[src/hw/rtl/lcp_pkg.sv]
`timescale 1ns / 1ps
// ----------------------------------------------------------------------------
// lcp_pkg
// Shared widths, constants and types of the line sensor centroid block.
// ----------------------------------------------------------------------------
package lcp_pkg;

   localparam int WEIGHT_NUM = 8;
   localparam int WEIGHT_W   = 8;
   localparam int MASK_W     = 8;
   localparam int IDX_W      = 3;
   localparam int CSR_IDX_W  = 4;
   localparam int PROD_W     = WEIGHT_W + IDX_W;
   localparam int WSUM_W     = WEIGHT_W + IDX_W;
   localparam int ISUM_W     = 13;
   localparam int DEN_W      = 14;
   localparam int PART_W     = DEN_W + 1;
   localparam int Q_FRAC     = 14;
   localparam int MAG_W      = Q_FRAC + 1;
   localparam int POS_W      = 16;

   localparam logic [WEIGHT_W-1:0] WEIGHT_RESET = 8'd16;

   typedef struct packed {
      logic lost;
      logic neg;
   } ctrl_type;

endpackage

[src/hw/rtl/line_sensor_centroid_position.sv]
`timescale 1ns / 1ps
// ----------------------------------------------------------------------------
// line_sensor_centroid_position
// Weighted centroid of an inverted line-sensor mask, normalized to Q1.14
// about the array center and shaped to sign * |pos|^SHAPING_POWER.
// Pipeline from req beat to rsp beat: lane stage, merge stage, 15 divider
// stages, SHAPING_POWER-1 multiply stages and the output stage.
// Throughput: one beat per cycle; each pipeline stage holds one item and
// stalls only when the stage after it is full and stalled.
// Reset clears all pipeline valid bits and sets every weight to 16.
// ----------------------------------------------------------------------------
module line_sensor_centroid_position import lcp_pkg::*; #(
   parameter int SENSOR_NUMBER = 8,
   parameter int SHAPING_POWER = 2
) (
   input  logic                 clock,
   input  logic                 reset,
   input  logic                 req_tvalid,
   output logic                 req_tready,
   input  logic [MASK_W-1:0]    req_tdata,   // [7:0] sensor_mask
   output logic                 rsp_tvalid,
   input  logic                 rsp_tready,
   output logic [POS_W-1:0]     rsp_tdata,   // [15:0] line_position
   output logic                 rsp_tuser,   // [0] line_lost
   input  logic                 csr_valid,
   output logic                 csr_ready,
   input  logic [CSR_IDX_W-1:0] csr_index,
   input  logic [WEIGHT_W-1:0]  csr_data
);

   localparam int NUM_MUL  = SHAPING_POWER - 1;
   localparam int ST_DIV   = 2;
   localparam int ST_MUL   = ST_DIV + MAG_W;
   localparam int NST      = ST_MUL + NUM_MUL + 1;

   // weights
   logic [WEIGHT_W-1:0] weight_ff [WEIGHT_NUM];

   assign csr_ready = 1'b1;

   always_ff @(posedge clock) begin
      if (reset) begin
         for (int i = 0; i < WEIGHT_NUM; i++) begin
            weight_ff[i] <= WEIGHT_RESET;
         end
      end else if (csr_valid && (csr_index < CSR_IDX_W'(WEIGHT_NUM))) begin
         weight_ff[csr_index[IDX_W-1:0]] <= csr_data;
      end
   end

   // stage valid chain
   logic [NST-1:0] valid_ff;
   logic [NST-1:0] valid_in;
   logic [NST-1:0] stage_rdy;

   always_comb begin
      stage_rdy[NST-1] = !valid_ff[NST-1] || rsp_tready;
      for (int s = NST - 2; s >= 0; s--) begin
         stage_rdy[s] = !valid_ff[s] || stage_rdy[s+1];
      end
      valid_in[0] = req_tvalid;
      for (int s = 1; s < NST; s++) begin
         valid_in[s] = valid_ff[s-1];
      end
   end

   always_ff @(posedge clock) begin
      if (reset) begin
         valid_ff <= '0;
      end else begin
         for (int s = 0; s < NST; s++) begin
            if (stage_rdy[s]) begin
               valid_ff[s] <= valid_in[s];
            end
         end
      end
   end

   assign req_tready = stage_rdy[0];
   assign rsp_tvalid = valid_ff[NST-1];

   // lanes
   logic [WEIGHT_W-1:0] lane_wgt  [SENSOR_NUMBER];
   logic [PROD_W-1:0]   lane_prod [SENSOR_NUMBER];

   for (genvar i = 0; i < SENSOR_NUMBER; i++) begin : g_lane
      lcp_lane #(.IDX(i)) u_lane (
         .clock   (clock),
         .en      (stage_rdy[0]),
         .dark    (!req_tdata[i]),
         .weight  (weight_ff[i]),
         .wgt_ff  (lane_wgt[i]),
         .prod_ff (lane_prod[i])
      );
   end

   // merge
   logic [PART_W-1:0] dpart [MAG_W+1];
   logic [MAG_W-1:0]  dquo  [MAG_W+1];
   logic [DEN_W-1:0]  dden  [MAG_W+1];
   ctrl_type          dctrl [MAG_W+1];

   lcp_merge #(.SENSOR_NUMBER(SENSOR_NUMBER)) u_merge (
      .clock     (clock),
      .en        (stage_rdy[1]),
      .lane_wgt  (lane_wgt),
      .lane_prod (lane_prod),
      .num_ff    (dpart[0]),
      .den_ff    (dden[0]),
      .ctrl_ff   (dctrl[0])
   );

   assign dquo[0] = '0;

   // divider
   for (genvar k = 0; k < MAG_W; k++) begin : g_div
      lcp_div_stage u_div (
         .clock   (clock),
         .en      (stage_rdy[ST_DIV+k]),
         .part    (dpart[k]),
         .quo     (dquo[k]),
         .den     (dden[k]),
         .ctrl    (dctrl[k]),
         .part_ff (dpart[k+1]),
         .quo_ff  (dquo[k+1]),
         .den_ff  (dden[k+1]),
         .ctrl_ff (dctrl[k+1])
      );
   end

   // shaping
   logic [MAG_W-1:0] mmag  [NUM_MUL+1];
   logic [MAG_W-1:0] mlin  [NUM_MUL+1];
   ctrl_type         mctrl [NUM_MUL+1];

   assign mmag[0]  = dquo[MAG_W];
   assign mlin[0]  = dquo[MAG_W];
   assign mctrl[0] = dctrl[MAG_W];

   for (genvar m = 0; m < NUM_MUL; m++) begin : g_mul
      lcp_mul_stage u_mul (
         .clock   (clock),
         .en      (stage_rdy[ST_MUL+m]),
         .mag     (mmag[m]),
         .lin     (mlin[m]),
         .ctrl    (mctrl[m]),
         .mag_ff  (mmag[m+1]),
         .lin_ff  (mlin[m+1]),
         .ctrl_ff (mctrl[m+1])
      );
   end

   // output register
   logic [POS_W-1:0] pos_ff;
   logic [POS_W-1:0] pos_in;
   logic             lost_ff;
   logic [POS_W-1:0] mag_ext;

   always_comb begin
      mag_ext = POS_W'(mmag[NUM_MUL]);
      if (mctrl[NUM_MUL].lost) begin
         pos_in = '0;
      end else if (mctrl[NUM_MUL].neg) begin
         pos_in = POS_W'(-mag_ext);
      end else begin
         pos_in = mag_ext;
      end
   end

   always_ff @(posedge clock) begin
      if (stage_rdy[NST-1]) begin
         pos_ff  <= pos_in;
         lost_ff <= mctrl[NUM_MUL].lost;
      end
   end

   assign rsp_tdata = pos_ff;
   assign rsp_tuser = lost_ff;

   // checks
   a_lost_zero: assert property (@(posedge clock) disable iff (reset)
      rsp_tvalid && rsp_tuser |-> rsp_tdata == '0)
      else $error("line lost with nonzero position");

   a_pos_range: assert property (@(posedge clock) disable iff (reset)
      rsp_tvalid |-> ($signed(rsp_tdata) <= 16'sd16384) &&
                     ($signed(rsp_tdata) >= -16'sd16384))
      else $error("position out of Q1.14 range");

   a_accept_fill: assert property (@(posedge clock) disable iff (reset)
      req_tvalid && req_tready |=> valid_ff[0])
      else $error("accepted beat missing from lane stage");

   a_out_hold: assert property (@(posedge clock) disable iff (reset)
      valid_ff[NST-2] && rsp_tvalid && !rsp_tready |=> valid_ff[NST-2])
      else $error("item dropped behind stalled output");

endmodule

[src/hw/rtl/lcp_lane.sv]
`timescale 1ns / 1ps
// ----------------------------------------------------------------------------
// lcp_lane
// One sensor lane: masked weight and index-weighted product, registered.
// ----------------------------------------------------------------------------
module lcp_lane import lcp_pkg::*; #(
   parameter int IDX = 0
) (
   input  logic                clock,
   input  logic                en,
   input  logic                dark,
   input  logic [WEIGHT_W-1:0] weight,
   output logic [WEIGHT_W-1:0] wgt_ff,
   output logic [PROD_W-1:0]   prod_ff
);

   localparam logic [IDX_W-1:0] LANE_IDX = IDX_W'(IDX);

   logic [WEIGHT_W-1:0] wgt_in;
   logic [PROD_W-1:0]   prod_in;

   always_comb begin
      wgt_in  = dark ? weight : '0;
      prod_in = PROD_W'(LANE_IDX) * PROD_W'(wgt_in);
   end

   always_ff @(posedge clock) begin
      if (en) begin
         wgt_ff  <= wgt_in;
         prod_ff <= prod_in;
      end
   end

endmodule

[src/hw/rtl/lcp_merge.sv]
`timescale 1ns / 1ps
// ----------------------------------------------------------------------------
// lcp_merge
// Sums the lane results and forms the numerator magnitude and sign, the denominator and the line-lost flag.
// ----------------------------------------------------------------------------
module lcp_merge import lcp_pkg::*; #(
   parameter int SENSOR_NUMBER = 8
) (
   input  logic                clock,
   input  logic                en,
   input  logic [WEIGHT_W-1:0] lane_wgt  [SENSOR_NUMBER],
   input  logic [PROD_W-1:0]   lane_prod [SENSOR_NUMBER],
   output logic [PART_W-1:0]   num_ff,
   output logic [DEN_W-1:0]    den_ff,
   output ctrl_type            ctrl_ff
);

   localparam logic [IDX_W-1:0] SPAN = IDX_W'(SENSOR_NUMBER - 1);

   logic [WSUM_W-1:0] wsum;
   logic [ISUM_W-1:0] isum;
   logic [DEN_W-1:0]  pos_term;
   logic [DEN_W-1:0]  neg_term;
   logic [PART_W-1:0] num_in;
   logic [DEN_W-1:0]  den_in;
   ctrl_type          ctrl_in;

   always_comb begin
      wsum = '0;
      isum = '0;
      for (int i = 0; i < SENSOR_NUMBER; i++) begin
         wsum = wsum + WSUM_W'(lane_wgt[i]);
         isum = isum + ISUM_W'(lane_prod[i]);
      end
      pos_term     = {isum, 1'b0};
      neg_term     = DEN_W'(SPAN) * DEN_W'(wsum);
      den_in       = neg_term;
      ctrl_in.lost = (wsum == '0);
      ctrl_in.neg  = (pos_term < neg_term);
      num_in       = ctrl_in.neg ? PART_W'(neg_term - pos_term)
                                 : PART_W'(pos_term - neg_term);
   end

   always_ff @(posedge clock) begin
      if (en) begin
         num_ff  <= num_in;
         den_ff  <= den_in;
         ctrl_ff <= ctrl_in;
      end
   end

endmodule

[src/hw/rtl/lcp_div_stage.sv]
`timescale 1ns / 1ps
// ----------------------------------------------------------------------------
// lcp_div_stage
// One restoring-division step: one quotient bit per stage.
// ----------------------------------------------------------------------------
module lcp_div_stage import lcp_pkg::*; (
   input  logic              clock,
   input  logic              en,
   input  logic [PART_W-1:0] part,
   input  logic [MAG_W-1:0]  quo,
   input  logic [DEN_W-1:0]  den,
   input  ctrl_type          ctrl,
   output logic [PART_W-1:0] part_ff,
   output logic [MAG_W-1:0]  quo_ff,
   output logic [DEN_W-1:0]  den_ff,
   output ctrl_type          ctrl_ff
);

   logic              ge;
   logic [PART_W-1:0] rem;
   logic [PART_W-1:0] part_in;
   logic [MAG_W-1:0]  quo_in;

   always_comb begin
      ge      = (part >= PART_W'(den));
      rem     = ge ? (part - PART_W'(den)) : part;
      part_in = {rem[PART_W-2:0], 1'b0};
      quo_in  = {quo[MAG_W-2:0], ge};
   end

   always_ff @(posedge clock) begin
      if (en) begin
         part_ff <= part_in;
         quo_ff  <= quo_in;
         den_ff  <= den;
         ctrl_ff <= ctrl;
      end
   end

endmodule

[src/hw/rtl/lcp_mul_stage.sv]
`timescale 1ns / 1ps
// ----------------------------------------------------------------------------
// lcp_mul_stage
// One shaping step: Q1.14 magnitude times the linear magnitude, truncated.
// ----------------------------------------------------------------------------
module lcp_mul_stage import lcp_pkg::*; (
   input  logic             clock,
   input  logic             en,
   input  logic [MAG_W-1:0] mag,
   input  logic [MAG_W-1:0] lin,
   input  ctrl_type         ctrl,
   output logic [MAG_W-1:0] mag_ff,
   output logic [MAG_W-1:0] lin_ff,
   output ctrl_type         ctrl_ff
);

   logic [2*MAG_W-1:0] prod;
   logic [MAG_W-1:0]   mag_in;

   always_comb begin
      prod   = (2*MAG_W)'(mag) * (2*MAG_W)'(lin);
      mag_in = prod[Q_FRAC +: MAG_W];
   end

   always_ff @(posedge clock) begin
      if (en) begin
         mag_ff  <= mag_in;
         lin_ff  <= lin;
         ctrl_ff <= ctrl;
      end
   end

endmodule
[config.mk]
export PLATFORM = sky130hd
export DESIGN_NAME = line_sensor_centroid_position
export DESIGN_NICKNAME = d
export VERILOG_FILES = /design/src/hw/rtl/lcp_pkg.sv /design/src/hw/rtl/line_sensor_centroid_position.sv /design/src/hw/rtl/lcp_lane.sv /design/src/hw/rtl/lcp_merge.sv /design/src/hw/rtl/lcp_div_stage.sv /design/src/hw/rtl/lcp_mul_stage.sv
export SDC_FILE = /design/constraint.sdc
export NUM_CORES = 2
export LEC_CHECK = 0
export ABC_AREA = 1
export BUFFER_PORTS_ARGS = -buffer_cell sky130_fd_sc_hd__buf_4
export CORE_ASPECT_RATIO = 0.5
export CORE_MARGIN = 3
export CORE_UTILIZATION = 50
export CTS_BUF_LIST = sky130_fd_sc_hd__clkbuf_4 sky130_fd_sc_hd__clkbuf_8 sky130_fd_sc_hd__clkbuf_16
export DETAILED_ROUTE_END_ITERATION = 8
export PLACE_DENSITY_LB_ADDON = 0.1
export SYNTH_ARGS = -nofsm -noshare
export SYNTH_HDL_FRONTEND = slang
export SYNTH_SLANG_ARGS = --single-unit
export TNS_END_PERCENT = 1
[constraint.sdc]
create_clock -name clock -period 10.9 [get_ports clock]
set_input_delay 1.09 -clock clock [delete_from_list [all_inputs] [get_ports clock]]
set_output_delay 1.09 -clock clock [all_outputs]
set_load 0.005 [all_outputs]
Yosys cells after proc, flatten, opt, wreduce, memory -nomap -nowiden
Memories as Yosys holds them, arrays and structs flattened. A register that Yosys moved wholly into a read port is not among the register bits.
Index checks and enable logic that the tools add are counted.
{"block": "totals", "regBits": 700, "ramBits": 64, "inputBits": 25, "output_inout_bits": 20, "elab_cells": 248, "mem_count": 1}
{"block": "classes", "n_addsub": 30, "multipliers": 6, "n_lt_le_gt_ge": 17, "n_mux": 28, "bitwise": 1, "reduce_logical": 42}
{"memory": "weight_ff", "words": 8, "width": 8, "rd": 8, "rd_clocked_by_memory_dff": 4, "wr": 8, "line_no": "line_sensor_centroid_position.sv:37", "source": "logic [WEIGHT_W-1:0] weight_ff [WEIGHT_NUM];"}
{"operator": "$ge 15x14->1", "count": 15}
{"operator": "$mux 14", "count": 14}
{"operator": "$sub 14x14->14", "count": 14}
{"operator": "$add 11x8->11", "count": 6}
{"operator": "$mux 8", "count": 5}
{"operator": "$add 13x11->13", "count": 3}
{"operator": "$mux 15", "count": 2}
{"operator": "$sub 14x14->15", "count": 2}
{"operator": "$mul 15x15->29", "count": 1}
{"operator": "$add 13x10->13", "count": 2}
{"operator": "$mul 3x8->11 const A", "count": 2}
{"operator": "$mul 2x8->10 const A", "count": 2}
{"operator": "$logic_not 1->1", "count": 19}
{"operator": "$logic_or 1x1->1", "count": 19}
{"operator": "$neg 15->16", "count": 1}
{"operator": "$lt 14x14->1", "count": 1}
{"operator": "$mul 3x11->14 const A", "count": 1}
{"operator": "$logic_not 11->1", "count": 1}
{"operator": "$add 8x9->10", "count": 1}
{"operator": "$add 8x8->9", "count": 1}
{"operator": "$reduce_or 8->1", "count": 1}
{"operator": "$mux 1", "count": 6}
{"operator": "$lt 4x4->1 const B", "count": 1}
{"operator": "$mux 3", "count": 1}
{"operator": "3 further kinds", "count": 3}

Depth between registers and ports, before layout
{"block": "logic_depth", "depth_word": 20, "mapped_depth": 44}

Modules after synthesis
Synthesis repeated with hierarchy kept, for this count alone.
{"block": "unflattened", "hier_cells": 7185, "area_unflattened_um2": 65456.5}
{"mod": "lcp_div_stage", "n_inst": 15, "cells_per_inst": 273, "area_each_um2": 2620.0, "seq_area_each_um2": 1351.3}
{"mod": "lcp_mul_stage", "n_inst": 1, "cells_per_inst": 1132, "area_each_um2": 8737.1, "seq_area_each_um2": 960.9}
{"mod": "lcp_merge", "n_inst": 1, "cells_per_inst": 994, "area_each_um2": 7573.5, "seq_area_each_um2": 900.9}
{"mod": "line_sensor_centroid_position", "n_inst": 1, "cells_per_inst": 371, "area_each_um2": 4092.7, "seq_area_each_um2": 2812.7}
{"mod": "lcp_lane at g_lane[3].u_lane ...", "n_inst": 2, "cells_per_inst": 102, "area_each_um2": 972.2, "seq_area_each_um2": 510.5}
{"mod": "lcp_lane at g_lane[0].u_lane ...", "n_inst": 4, "cells_per_inst": 37, "area_each_um2": 391.6, "seq_area_each_um2": 240.2}
{"mod": "lcp_lane at g_lane[7].u_lane", "n_inst": 1, "cells_per_inst": 142, "area_each_um2": 1247.4, "seq_area_each_um2": 540.5}
{"mod": "lcp_lane at g_lane[5].u_lane", "n_inst": 1, "cells_per_inst": 99, "area_each_um2": 994.7, "seq_area_each_um2": 510.5}

Worst setup path before layout
OpenSTA, ideal clock, no wires.
{"block": "synth_path", "path_type": "register to register", "from": "reg g_lane[1].u_lane.wgt_ff[0]", "to": "reg u_merge.num_ff[14] (data pin)", "arrival_time_ps": 7831, "required_time_ps": 10635, "path_slack_ps": 2804, "stages_incl_launch_ff": 40, "n_path_buf": 1, "path_cell_list": "edfxtp_1 > ha_1 > inv_1 > fa_1 > o21ai_0 > a21oi_1 > o21ai_0 > xnor2_1 > inv_1 > fa_1 > inv_1 > fa_1 > fa_1 > fa_1 > inv_1 > ha_1 > a21oi_1 > xor2_1 > (+4 left out) > nand2_1 > nor3_1 > nand2_1 > o211ai_1 > nand3_1 > nand2_1 > xor2_1 > inv_1 > ha_1 > clkbuf_1 > nand2_1 > nor2_1 > inv_1 > nor3_1 > inv_1 > o221a_2 > nand2_1 > o21ai_0"}
{"block": "synth_via", "elab_chain_cells": 10}
{"element": "start: declaration", "line_no": "lcp_lane.sv:13", "source": "output logic [WEIGHT_W-1:0] wgt_ff,"}
{"element": "start signal: assignment", "line_no": "lcp_lane.sv:29", "source": "wgt_ff <= wgt_in;"}
{"element": "$add 8x8->9 (*)", "line_no": "lcp_merge.sv:32", "source": "wsum = wsum + WSUM_W'(lane_wgt[i]);"}
{"element": "$add 11x8->11 (*) (6 in a row)", "line_no": "lcp_merge.sv:32"}
{"element": "$mul 3x11->14 (*)", "line_no": "lcp_merge.sv:36", "source": "neg_term = DEN_W'(SPAN) * DEN_W'(wsum);"}
{"element": "via u_merge.den_in[11]", "line_no": "lcp_merge.sv:25", "source": "logic [DEN_W-1:0] den_in;"}
{"element": "$sub 14x14->15 (tied with other cells)", "line_no": "lcp_merge.sv:41", "source": ": PART_W'(pos_term - neg_term);"}
{"element": "$mux 15 (*)", "line_no": "lcp_merge.sv:40", "source": "num_in = ctrl_in.neg ? PART_W'(neg_term - pos_term)"}
{"element": "via u_merge.num_in[14]", "line_no": "lcp_merge.sv:24", "source": "logic [PART_W-1:0] num_in;"}
{"element": "end signal: assignment", "line_no": "lcp_merge.sv:46", "source": "num_ff <= num_in;"}
{"element": "end: declaration", "line_no": "lcp_merge.sv:13", "source": "output logic [PART_W-1:0] num_ff,"}
The timed path passes the listed nets; every way through them passes the cells marked *.
A chain may end at the register's enable or synchronous reset.

Worst setup path after layout
{"block": "layout_path", "from": "reg g_lane[1].u_lane.wgt_ff[0]", "to": "reg u_merge.num_ff[12] (data pin)"}
Same word-level chain as after synthesis.

==> flow_summary_export.csv <==
group,metric,value,unit
placement,place.gp.congestion,0.896,
clock_tree,clk_pin_slew_worst_paths,0.06,ns
worst_setup_path,rr_worst_depth,37,
synth,ys_types,51,
route,wirelength,100000,µm
timing,hold_viol,0,
worst_setup_path,required,11.31,ns
clock_tree,cts.htree.levels,3,
grt,grt_pass1_wl,163000,µm
grt,overflow,0,
worst_setup_path,crit_family,"adder cells",
die,coreArea,96300,µm²
placement,port_buffers,43,
min_path,min_path_cells,0,
synth,syn_area_per_cell,10.5,µm²
min_path,hold_end,"g_div[14].u_div.quo_ff[5]",
synth,async_reset_ff_share,0,%
worst_setup_path,cp.buffers_inverters,7,
timing,rsz0062_at_grt,"no",
route,postRouteAntennaNets,0,
timing,post-route-period-util,80.5,%
placement,post-dp-hpwl,78600,µm
synth,syn_area,49000,µm²
synth,syn_inst,4690,
worst_setup_path,slowest_stage,"fa_1",
clock_tree,cts_tree,"built",
synth,synthFlopType,"edfxtp_1",
route,drt_iter0_markers,1853,
timing,slew_violations,0,
run,maxCapViolations,0,
worst_setup_path,critPathCaptureType,"register",
finish,fill_cells,8388,
grt,antenna_found_initial,0,
route,vias_per_cell,5.10,
timing,setup_tns,0,ns
timing,finalSetupViolations,0,
die,initial_core_util,50.9,%
worst_setup_path,cp-start-kind,"register",
timing,fmax,0.114,GHz
route,drt-pass1-iter-count,6,
synth,syn_nets,5388,
finish,ff_latch_area,23500,µm²
timing,worst_pin_slew,1.10,ns
min_path,min_path_type,"register to register",
finish,fin_nets,5449,
worst_setup_path,r2r-start,"g_lane[1].u_lane.wgt_ff[0]",
die,dieHeight,227,µm
timing,clock_skew,0.0246,ns
clock_tree,cts_resized,0,
route,drcViolationCount,0,
clock_tree,cts-hold-fix-buffers,0,
timing,holdWs,0.406,ns
clock_tree,cts-buffers-inserted,75,
clock_tree,clock_latency,0.66,ns
synth,synth_warnings,0,
synth,synth-seq-cells,790,
grt,grt_pass1_vias,31455,
route,vias,31209,
worst_setup_path,crit_path_max_fanout,9,
grt,grt_usage,20.0,%
worst_setup_path,critPathMaxStageDelay,0.55,ns
timing,fin_crit,8.77,ns
synth,yosysSeqAreaShare,48.0,%
worst_setup_path,cp.arrival,9.19,ns
clock_tree,cts_post_setup_buffers_inserted,0,
worst_setup_path,criticalPathCategory,"register to register",
clock_tree,clock-root-buffer,"clkbuf_16",
timing,relSlewSlack,26.4,%
die,die_area,102000,µm²
finish,final_layout_size_suffix_gt1_share,4.24,%
die,num_rows,80,
finish,syn_to_final_growth,8.55,%
worst_setup_path,ff2ff_setup_slack,2.13,ns
finish,diodes,0,
die,io_pins,45,
run_status,outcome,"completed",
min_path,worstHoldStart,"g_div[13].u_div.quo_ff[4]",
synth,synth-edff-count,771,
clock_tree,cts.sinks,790,
worst_setup_path,rr_endpoint,"u_merge.num_ff[12]",
finish,multi_input_area,21800,µm²
route,post_drt_wl_per_cell,16.4,µm
grt,grt_max_degree,62,
clock_tree,cts_buffer_depth,3,
die,die_w,449,µm
## cells by family after synthesis
logic type	count (synthesis)	synth area share (%)
flops	790	48.0
xor+xnor	249	4.45
fa+ha+maj	673	21.0
mux	1	0.0230
other cells	1	0.00765
simple gates	1330	11.4
compound gates	680	7.65
buf+inv	966	7.47
## how the worst max path moves through the flow
stage	startpoint	end	depth (start not counted)
finish	g_lane[1].u_lane.wgt_ff[0]	u_merge.num_ff[12]	37
global route	g_lane[1].u_lane.wgt_ff[0]	u_merge.num_ff[12]	37
CTS	g_lane[1].u_lane.wgt_ff[0]	u_merge.num_ff[12]	37
detailed placement	g_lane[1].u_lane.wgt_ff[0]	u_merge.num_ff[3]	36
global placement	g_lane[1].u_lane.wgt_ff[0]	u_merge.num_ff[12]	37
floorplan	g_lane[1].u_lane.wgt_ff[0]	u_merge.num_ff[14]	39
## layout by cell type, fill, tap and decap left out, types with 6 or more instances in the layout
| cell | count |
|---|---|
| clkbuf_4 | 16 |
| clkinv_2 | 13 |
| edfxtp_1 | 771 |
| a211o_1 | 11 |
| dfxtp_1 | 19 |
| ha_1 | 425 |
| buf_4 | 53 |
| nand3b_1 | 15 |
| o21ai_0 | 241 |
| a21oi_1 | 304 |
| nor3_1 | 54 |
| nand4_1 | 32 |
| clkinv_1 | 17 |
| xnor2_1 | 133 |
| a31oi_1 | 33 |
| fa_1 | 248 |
| inv_1 | 895 |
| nor2_1 | 308 |
| nand3_1 | 122 |
| clkbuf_16 | 79 |
| nand2_1 | 755 |
| o21bai_1 | 9 |
| a21o_1 | 39 |
| xor2_1 | 116 |
| and3b_1 | 8 |
| o2111ai_1 | 15 |
| clkinvlp_4 | 6 |
## routing by layer
layer  track usage, %  part of all wire (%)  up-vias
met2             34.0                    47      539
met3             3.09                   4.1      148
met1             27.2                    47    14863
met4             4.64                   2.0        0
li1                 -                     -    15659
met5                0                     0        -
## registers in the layout, summed over array words and instances (netlist names)
register,cells
g_div.u_div.ctrl_ff,30
g_div.u_div.den_ff,196
g_div.u_div.part_ff,196
g_div.u_div.quo_ff,120
g_lane.u_lane.prod_ff,40
g_lane.u_lane.wgt_ff,61
g_mul.u_mul.ctrl_ff,2
g_mul.u_mul.mag_ff,15
rsp_tdata,16
rsp_tuser,1
u_merge.ctrl_ff,2
u_merge.den_ff,14
u_merge.num_ff,14
valid_ff,19
weight_ff,64
## synthesized netlist by cell type, types with 46 or more instances
cell type    n  area [µm²]
o21ai_0    241        1210
clkbuf_1    46         173
ha_1       425        5320
inv_1      895        3360
nor2_1     308        1160
nor3_1      54         270
edfxtp_1   771       23200
xor2_1     116        1020
nand3_1    124         621
nand2_1    756        2840
a21oi_1    304        1520
fa_1       248        4960
xnor2_1    133        1160
## metrics by stage
stage	util, %	cell area (µm²)	setup WS (ns)	std cells
3_3_place_gp	52.7	50800	2.24	5986
2_1_floorplan	-	49000	2.80	4690
5_1_grt	55.3	53200	1.47	6124
3_5_place_dp	52.7	50800	2.16	5986
4_1_cts	55.3	53200	2.16	6124
6_report	55.3	53200	2.13	6124
## final cells by class
cell class,count,share of cell area (%)
Multi-Input combinational cell,2934,41.0
Tap cell,1312,3.09
Clock inverter,43,0.630
Clock buffer,95,3.94
Sequential cell,790,44.2
Timing Repair Buffer,53,0.748
Inverter,897,6.33
Power is left out: the tool's default activity adds up to more than one toggle a clock period on the data nets, which glitch-free logic cannot reach.
